[src/hdl/ucfr_pkg.sv]
// Shared types and constants for the control fragment reassembler.
`default_nettype none
package ucfr_pkg;
    localparam int HDR_BYTES = 4;

    typedef enum logic [1:0] {
        MODE_IDLE  = 2'd0,
        MODE_CONT  = 2'd1,
        MODE_FINAL = 2'd2,
        MODE_DROP  = 2'd3
    } mode_t;

    typedef enum logic [1:0] {
        KIND_STATUS = 2'd0,
        KIND_HEADER = 2'd1,
        KIND_WORD   = 2'd2
    } kind_t;

    typedef enum logic [2:0] {
        ST_BUFFERED = 3'd0,
        ST_ACCEPTED = 3'd1,
        ST_SHORT    = 3'd2,
        ST_OVERFLOW = 3'd3,
        ST_MISMATCH = 3'd4,
        ST_TOO_LONG = 3'd5
    } status_t;

    typedef enum logic [1:0] {
        EM_IDLE   = 2'd0,
        EM_HEADER = 2'd1,
        EM_WORDS  = 2'd2
    } emit_state_t;

    // request from the fragment controller to the packet emitter
    typedef struct packed {
        logic       start;
        logic [2:0] msg_type;
        logic [3:0] grp;
        logic [5:0] opc;
    } emit_req_t;
endpackage
`default_nettype wire

[src/hdl/ucfr_top_impl.sv]
// Packet emitter: reads the payload store and packs result words.
`default_nettype none
module ucfr_emitter #(
    parameter int AW  = 10,
    parameter int LW  = 11,
    parameter int WB  = 8,
    parameter int TDW = 96
) (
    input  wire logic                aclk,
    input  wire logic                aresetn,
    input  wire ucfr_pkg::emit_req_t req,
    input  wire logic [LW-1:0]       total,
    output logic                     busy,
    output logic [AW-1:0]            rd_addr,
    input  wire logic [7:0]          rd_data,
    output logic                     m_tvalid,
    input  wire logic                m_tready,
    output logic [TDW-1:0]           m_tdata,
    output logic [1:0]               m_tuser,
    output logic                     m_tlast
);
    localparam int NW = (WB > 1) ? $clog2(WB + 1) : 1;
    localparam int SW = (WB > 1) ? $clog2(WB) : 1;

    ucfr_pkg::emit_state_t state_reg, state_next;
    logic [LW-1:0] rd_idx_reg, rd_idx_next;   // next address issued
    logic [LW-1:0] got_reg, got_next;         // bytes taken into word
    logic          pend_reg, pend_next;       // read in flight
    logic [63:0]   word_reg, word_next;
    logic [NW-1:0] n_reg, n_next;
    logic          ov_reg, ov_next;           // output word register full
    logic [63:0]   ow_reg, ow_next;
    logic [3:0]    ob_reg, ob_next;
    logic          ol_reg, ol_next;
    logic [1:0]    ok_reg, ok_next;
    logic [2:0]    omt_reg, omt_next;
    logic [3:0]    ogid_reg, ogid_next;
    logic [5:0]    ooid_reg, ooid_next;
    logic [7:0]    otl_reg, otl_next;
    logic [LW-1:0] tot_reg, tot_next;
    logic          fire;
    logic [SW-1:0] sh;

    assign rd_addr = rd_idx_reg[AW-1:0];
    assign busy = (state_reg != ucfr_pkg::EM_IDLE) || ov_reg;
    assign fire = ov_reg && m_tready;
    assign sh = n_reg[SW-1:0];

    always_ff @(posedge aclk) begin
        if (!aresetn) begin
            state_reg <= ucfr_pkg::EM_IDLE;
            ov_reg    <= 1'b0;
            pend_reg  <= 1'b0;
        end else begin
            state_reg <= state_next;
            ov_reg    <= ov_next;
            pend_reg  <= pend_next;
        end
        rd_idx_reg <= rd_idx_next;
        got_reg    <= got_next;
        word_reg   <= word_next;
        n_reg      <= n_next;
        ow_reg     <= ow_next;
        ob_reg     <= ob_next;
        ol_reg     <= ol_next;
        ok_reg     <= ok_next;
        omt_reg    <= omt_next;
        ogid_reg   <= ogid_next;
        ooid_reg   <= ooid_next;
        otl_reg    <= otl_next;
        tot_reg    <= tot_next;
    end

    always_comb begin
        state_next  = state_reg;
        rd_idx_next = rd_idx_reg;
        got_next    = got_reg;
        pend_next   = 1'b0;
        word_next   = word_reg;
        n_next      = n_reg;
        ov_next     = ov_reg && !m_tready;
        ow_next     = ow_reg;
        ob_next     = ob_reg;
        ol_next     = ol_reg;
        ok_next     = ok_reg;
        omt_next    = omt_reg;
        ogid_next   = ogid_reg;
        ooid_next   = ooid_reg;
        otl_next    = otl_reg;
        tot_next    = tot_reg;
        case (state_reg)
            ucfr_pkg::EM_IDLE: begin
                if (req.start) begin
                    state_next  = ucfr_pkg::EM_HEADER;
                    tot_next    = total;
                    omt_next    = req.msg_type;
                    ogid_next   = req.grp;
                    ooid_next   = req.opc;
                    rd_idx_next = '0;
                    got_next    = '0;
                    n_next      = '0;
                    word_next   = '0;
                end
            end
            ucfr_pkg::EM_HEADER: begin
                if (!ov_reg || m_tready) begin
                    ov_next   = 1'b1;
                    ok_next   = ucfr_pkg::KIND_HEADER;
                    ow_next   = '0;
                    ob_next   = '0;
                    ol_next   = (tot_reg == '0);
                    otl_next  = tot_reg[7:0];
                    state_next = (tot_reg == '0) ? ucfr_pkg::EM_IDLE : ucfr_pkg::EM_WORDS;
                end
            end
            ucfr_pkg::EM_WORDS: begin
                // one read at a time: a new byte is read only once the last has been taken into
                // the word, and a full word waits until the output word register has drained
                if (pend_reg) begin
                    word_next = word_reg | ({56'd0, rd_data} << {sh, 3'b000});
                    n_next    = n_reg + NW'(1);
                    got_next  = got_reg + LW'(1);
                end
                if (!pend_reg && (got_reg == tot_reg) && (n_reg == '0)) begin
                    state_next = ucfr_pkg::EM_IDLE;
                end else if (!pend_reg && ((n_reg == NW'(WB)) ||
                             ((got_reg == tot_reg) && (n_reg != '0)))) begin
                    if (!ov_reg || m_tready) begin
                        ov_next   = 1'b1;
                        ok_next   = ucfr_pkg::KIND_WORD;
                        ow_next   = word_reg;
                        ob_next   = 4'(n_reg);
                        ol_next   = (got_reg == tot_reg);
                        otl_next  = '0;
                        word_next = '0;
                        n_next    = '0;
                        if (got_reg == tot_reg) state_next = ucfr_pkg::EM_IDLE;
                    end
                end else if (!pend_reg && (rd_idx_reg != tot_reg)) begin
                    pend_next   = 1'b1;
                    rd_idx_next = rd_idx_reg + LW'(1);
                end
            end
            default: state_next = ucfr_pkg::EM_IDLE;
        endcase
    end

    assign m_tvalid = ov_reg;
    assign m_tlast  = ol_reg;
    assign m_tuser  = ok_reg;
    // tdata fields from bit 0: status, message type, group, opcode,
    // packet length, payload word, byte count
    always_comb begin
        m_tdata = '0;
        m_tdata[2:0]   = 3'(ucfr_pkg::ST_BUFFERED);
        m_tdata[5:3]   = (ok_reg == ucfr_pkg::KIND_HEADER) ? omt_reg : 3'd0;
        m_tdata[9:6]   = (ok_reg == ucfr_pkg::KIND_HEADER) ? ogid_reg : 4'd0;
        m_tdata[15:10] = (ok_reg == ucfr_pkg::KIND_HEADER) ? ooid_reg : 6'd0;
        m_tdata[23:16] = otl_reg;
        m_tdata[87:24] = ow_reg;
        m_tdata[91:88] = ob_reg;
    end

    logic unused_fire;
    assign unused_fire = fire;
endmodule
`default_nettype wire

[config.mk]
export PLATFORM = sky130hd
export DESIGN_NAME = ucfr_emitter
export DESIGN_NICKNAME = d
export VERILOG_FILES = /design/src/hdl/ucfr_pkg.sv /design/src/hdl/ucfr_top_impl.sv
export SDC_FILE = /design/constraint.sdc
export NUM_CORES = 1
export LEC_CHECK = 0
export ABC_AREA = 1
export BUFFER_PORTS_ARGS = -buffer_cell sky130_fd_sc_hd__buf_2
export CAP_MARGIN = 30
export CORE_MARGIN = 3
export CORE_UTILIZATION = 55
export CTS_CLUSTER_SIZE = 40
export DETAILED_ROUTE_END_ITERATION = 8
export PLACE_DENSITY = 0.77
export SLEW_MARGIN = 20
export SYNTH_ARGS = -nofsm -noshare
export SYNTH_HDL_FRONTEND = slang
export SYNTH_SLANG_ARGS = --single-unit
[constraint.sdc]
create_clock -name aclk -period 20.6 [get_ports aclk]
set_input_delay 3.09 -clock aclk [delete_from_list [all_inputs] [get_ports aclk]]
set_output_delay 3.09 -clock aclk [all_outputs]
set_load 0.05 [all_outputs]
==> impl_metrics.toml, run 1 <==
[run_status]
status = "finished, final reports clean"

[floorplan]
core_um2 = 15300
ios = 147
die_w_um = 132
die_h_um = 132
placementRows = 45
die-area_um2 = 17300
start_util_pct = 56.6

[clock_tree]
cts_root_buffer = "clkbuf_16"
ctsResizeCount = 0
cts_buffers = 17
postCtsSetupRepairBufs = 0
clock_path_buffers = 2
cts.hold.buffers_added = 0
clk_latency_ps = 430
htree_levels = 4
cts_sinks = 197
cts.clk_slew.worst_paths_ps = 70
cts_tree = "built"

[logic_synthesis]
synth_top_area_share_pct = 66.9
yosysMostFrequentCell = "edfxtp_1"
synth_area_um2 = 8670
synth_top_area_cell = "edfxtp_1"
ys_ff_latch = 197
synth_commonest_cells = "edfxtp_1 (193), nor2_1 (139), inv_1 (136), nand2_1 (132), a21oi_1 (78)"
ys.flop_type = "edfxtp_1"
synth_enable_flop_cells = 193
netlist_instances = 823
synth-async-reset-ratio_pct = 0
synth_area_per_cell_um2 = 10.5
ys.warnings.count = 0
ys_types = 27
yosysSeqAreaShare_pct = 67.8
synthTopCellsByArea = "edfxtp_1 (67%), nor2_1 (6.0%), inv_1 (5.9%)"

[timing]
min_period_over_period_pct = 22.8
hold_slack_ps = 525
rsz0062_at_grt = "false"
tns_ps = 0
slew_violations = 0
period_minus_slack_ps = 4700
tightest_slew_ps = 880
max_freq_mhz = 213
setup_viol = 0
finClkSkew_ps = 9.75
hold_violations = 0
slew_headroom_pct = 41.3

[global_routing]
grt_overflow = 0
grt_max_degree = 80
grt_pass1_vias = 5674
grt_antenna_before_repair = 1
grt_usage_pct = 20.7
grt_pass1_wl_um = 28600

[drt]
vias = 5975
finalWirelength_um = 17800
detail_route.wl_per_cell_um = 15.2
drc = 0
dr.pass1.iters = 5
dr.first_iter.drc_count = 544
routed_via_density = 5.10
ant_nets = 0

[power]
clockPowerShare_pct = 19.2
combPwrFrac_pct = 40.2
total_power_mw = 1.82
power_switching_share_pct = 44.1
vdd_drop_max_mv = 0.0904
leakage_nw = 4.64
p_int_mw = 1.02
sequentialPowerShare_pct = 40.6
powerDensity_nw_per_um2 = 179
switchingPower_uw = 803

[critical_path]
crit_required_ps = 17510
arrival_ps = 1610
end_kind = "primary output"
startpoint_type = "flop"
crit_fanout = 13
path_class = "flop to primary output"

[placed_design]
gp_congestion = 0.809
dp_hpwl_um = 11600
place.port_buffers = 139

[cells_and_area]
drive_gt1_share_pct = 19.3
area_delta_synth_final_pct = 17.4
antenna_cells = 0
fin_util_pct = 66.4
finalNetCount = 991

[worst_hold_path]
hold_path_class = "flop to flop"

[job]
drv_cap = 0
==> cell usage in the layout, fill, tap and decap left out, types with 2 or more instances in the layout <==
| cell | count |
|---|---|
| edfxtp_1 | 193 |
| buf_2 | 139 |
| nor2_1 | 138 |
| inv_1 | 136 |
| nand2_1 | 132 |
| a21oi_1 | 77 |
| nor3_1 | 29 |
| clkbuf_16 | 17 |
| nand3_1 | 14 |
| o21ai_0 | 11 |
| xor2_1 | 10 |
| conb_1 | 7 |
| ha_1 | 6 |
| inv_6 | 5 |
| buf_4 | 5 |
| xnor2_1 | 4 |
| bufinv_16 | 4 |
| dfxtp_1 | 4 |
| nor4_1 | 3 |
| clkinv_2 | 3 |
| nor3b_1 | 2 |
| a31oi_1 | 2 |
| nand4_1 | 2 |
| o21ai_4 | 2 |
| o21a_1 | 2 |
| buf_16 | 2 |
==> worst paths after layout <==
kind | from | endpoint | slack, ps | cells after the start
hold reg to reg | state_reg[0]$_SDFFE_PN0P_ | state_reg[0]$_SDFFE_PN0P_ | 520 | 2
setup reg to reg | state_reg[0]$_SDFFE_PN0P_ | got_reg[3]$_SDFFCE_PN0P_ | 17340 | 6
hold / removal | state_reg[0]$_SDFFE_PN0P_ | state_reg[0]$_SDFFE_PN0P_ | 520 | 2
setup / recovery | m_tuser[1]$_DFFE_PP_ | m_tdata[6] | 15900 | 4
==> per-stage QoR <==
step           instances  area, um2  worst slack (ps)
2_1_floorplan        829       8690             12910
3_3_place_gp        1135       9450             15610
3_5_place_dp        1137       9490             15550
4_1_cts             1169      10100             15880
5_1_grt             1172      10200             15760
6_report            1172      10200             15900
==> power by group through the flow <==
stage          clock, mW  sequential (mW)  combinational [mW]
6_report           0.350            0.739               0.731
4_1_cts            0.355            0.742               0.718
2_1_floorplan          0            0.977               0.342
3_3_place_gp           0            0.746               0.699
5_1_grt            0.370            0.758               0.784
3_5_place_dp           0            0.748               0.715
==> kinds of logic after synthesis <==
logic type / synth area share (%)
buf+inv: 9.02
fa+ha+maj: 1.01
other cells: 0.0433
simple gates: 14.8
flops: 67.8
xor+xnor: 1.41
compound gates: 5.88
==> layer usage <==
layer / track usage (%) / share of wire [%]
met1: 27.9 / 42
met2: 33.1 / 49
met3: 4.44 / 6.9
met4: 8.63 / 2.4
met5: 0 / 0.073
==> final cells by class <==
type | instances | area [um2]
fillers | 1253 | 5140
clock inverters | 14 | 195
well taps | 211 | 264
multi-input cells | 448 | 2080
flip-flops and latches | 197 | 5880
clock buffers | 18 | 429
inverters | 136 | 510
repair buffers | 148 | 823
==> critical path: stages, from the launching register on <==
cell and delay, ps:
edfxtp_1 430, inv_1 70, nand2_1 240, nor2_1 170, buf_2 280
Power figures use the tool's default switching activity.
==> run 2, diff against run 1 <==
==> constraint.sdc (replaced) <==
create_clock -name aclk -period 4.6 [get_ports aclk]
set_input_delay 0.69 -clock aclk [delete_from_list [all_inputs] [get_ports aclk]]
set_output_delay 0.69 -clock aclk [all_outputs]
set_load 0.05 [all_outputs]
==> impl_metrics.toml, run 2 (synthesis gave the netlist of run 1 again) <==
[clock_tree]
ctsResizeCount = 0
htree_levels = 4
cts_sinks = 197
cts_tree = "built"
cts_root_buffer = "clkbuf_16"
clk_latency_ps = 430
clock_path_buffers = 2
cts.clk_slew.worst_paths_ps = 70
postCtsSetupRepairBufs = 0
cts.hold.buffers_added = 0
cts_buffers = 17

[critical_path]
arrival_ps = 3350
path_delay_family = "compound AO/OA/AOI/OAI gates"
path_cells = "inv_1 > ha_1 > a31oi_1 > nand2_1 > o21ai_4 > buf_4 > nor2_1"
cpMaxStageDelayCell = "edfxtp_1"
r2r_slack_ps = 1410
crit_required_ps = 4760
end_kind = "flop"
startpoint = "n_reg[0]$_SDFFCE_PN0P_"
timing.rr.start = "n_reg[0]$_SDFFCE_PN0P_"
max_stage_delay_ps = 790
cp.depth = 7
startpoint_type = "flop"
path_class = "flop to flop"
r2r_cells = 7
crit_fanout = 38
r2r-end = "word_reg[8]$_SDFFCE_PN0P_"
worst-path-buf-inv = 2
crit_end = "word_reg[8]$_SDFFCE_PN0P_"

[drt]
routed_via_density = 5.05
ant_nets = 0
drc = 0
detail_route.wl_per_cell_um = 14.3
finalWirelength_um = 16800
dr.pass1.iters = 6
vias = 5923
dr.first_iter.drc_count = 555

[cells_and_area]
antenna_cells = 0
most-common-layout-cells = "edfxtp_1 (193), buf_2 (139), nor2_1 (138)"
area_delta_synth_final_pct = 16.5
drive_gt1_share_pct = 19.0
fill_cells = 1229
layout_commonest_cell = "edfxtp_1"
seq_area_um2 = 5880
multi_input_area_um2 = 2080
finalNetCount = 991

[timing]
setup_viol = 0
slew_violations = 0
period_minus_slack_ps = 3190
rsz0062_at_grt = "false"
slew_headroom_pct = 39.0
min_period_over_period_pct = 69.3
tns_ps = 0
tightest_slew_ps = 912
hold_slack_ps = 424
finClkSkew_ps = 19.0
hold_violations = 0
max_freq_mhz = 314

[global_routing]
grt_antenna_before_repair = 0
grt_usage_pct = 19.5
grt_pass1_vias = 5509
grt_pass1_wl_um = 27100
grt_overflow = 0
grt_max_degree = 100

[floorplan]
die_w_um = 132
die-area_um2 = 17300
core_um2 = 15300
start_util_pct = 56.6
placementRows = 45
die_h_um = 132
ios = 147

[run_status]
status = "finished, final reports clean"

[power]
leakage_nw = 4.60
vdd_drop_max_mv = 0.375
powerDensity_nw_per_um2 = 787

[job]
drv_cap = 0

[placed_design]
dp_hpwl_um = 11600
gp_congestion = 0.839
place.port_buffers = 139

[worst_hold_path]
hold_path_class = "input pin to flop"
-- run 2: cell type report --
type | count | area share [%]
Clock buffer | 17 | 4.21
Clock inverter | 15 | 1.55
Inverter | 136 | 5.06
Multi-Input combinational cell | 448 | 20.6
Sequential cell | 197 | 58.2
Tap cell | 211 | 2.61
Timing Repair Buffer | 148 | 7.83
-- run 2: metal layers --
layer  global-route usage (%)  share of wire, %  vias up
met2                     31.8                50      209
met5                        0                 0        -
met3                     4.44               5.7       22
met4                     5.66               1.5        0
li1                         -                 -     2921
met1                     26.5                43     2771
-- run 2: where the power goes --
group	internal (mW)	switching (mW)	leakage (nW)
clock	0.804	0.644	0.277
sequential	2.95	0.350	1.92
combinational	0.650	2.55	2.40
total	4.41	3.54	4.60
-- run 2: worst min path at each step --
stage                                    from                         to  slack, ps  cells past startpoint
global placement    state_reg[0]$_SDFFE_PN0P_  state_reg[0]$_SDFFE_PN0P_        510                      2
global route                           req[3]      ooid_reg[3]$_DFFE_PP_        420                      1
finish                               total[6]       tot_reg[6]$_DFFE_PP_        420                      1
detailed placement  state_reg[0]$_SDFFE_PN0P_  state_reg[0]$_SDFFE_PN0P_        520                      2
floorplan           state_reg[1]$_SDFFE_PN0P_  state_reg[1]$_SDFFE_PN0P_        480                      2
CTS                                  total[6]       tot_reg[6]$_DFFE_PP_        420                      1
-- run 2: metrics by stage --
step / instance area (um2) / power [mW] / cells / worst slack [ps] / utilization (%)
floorplan: 8700 / 5.84 / 829 / 578 / -
global placement: 9460 / 6.46 / 1136 / 1520 / 61.8
detailed placement: 9470 / 6.52 / 1137 / 1450 / 61.9
CTS: 10100 / 7.97 / 1169 / 1440 / 65.7
global route: 10100 / 8.38 / 1172 / 1210 / 65.9
finish: 10100 / 7.95 / 1172 / 1410 / 65.9
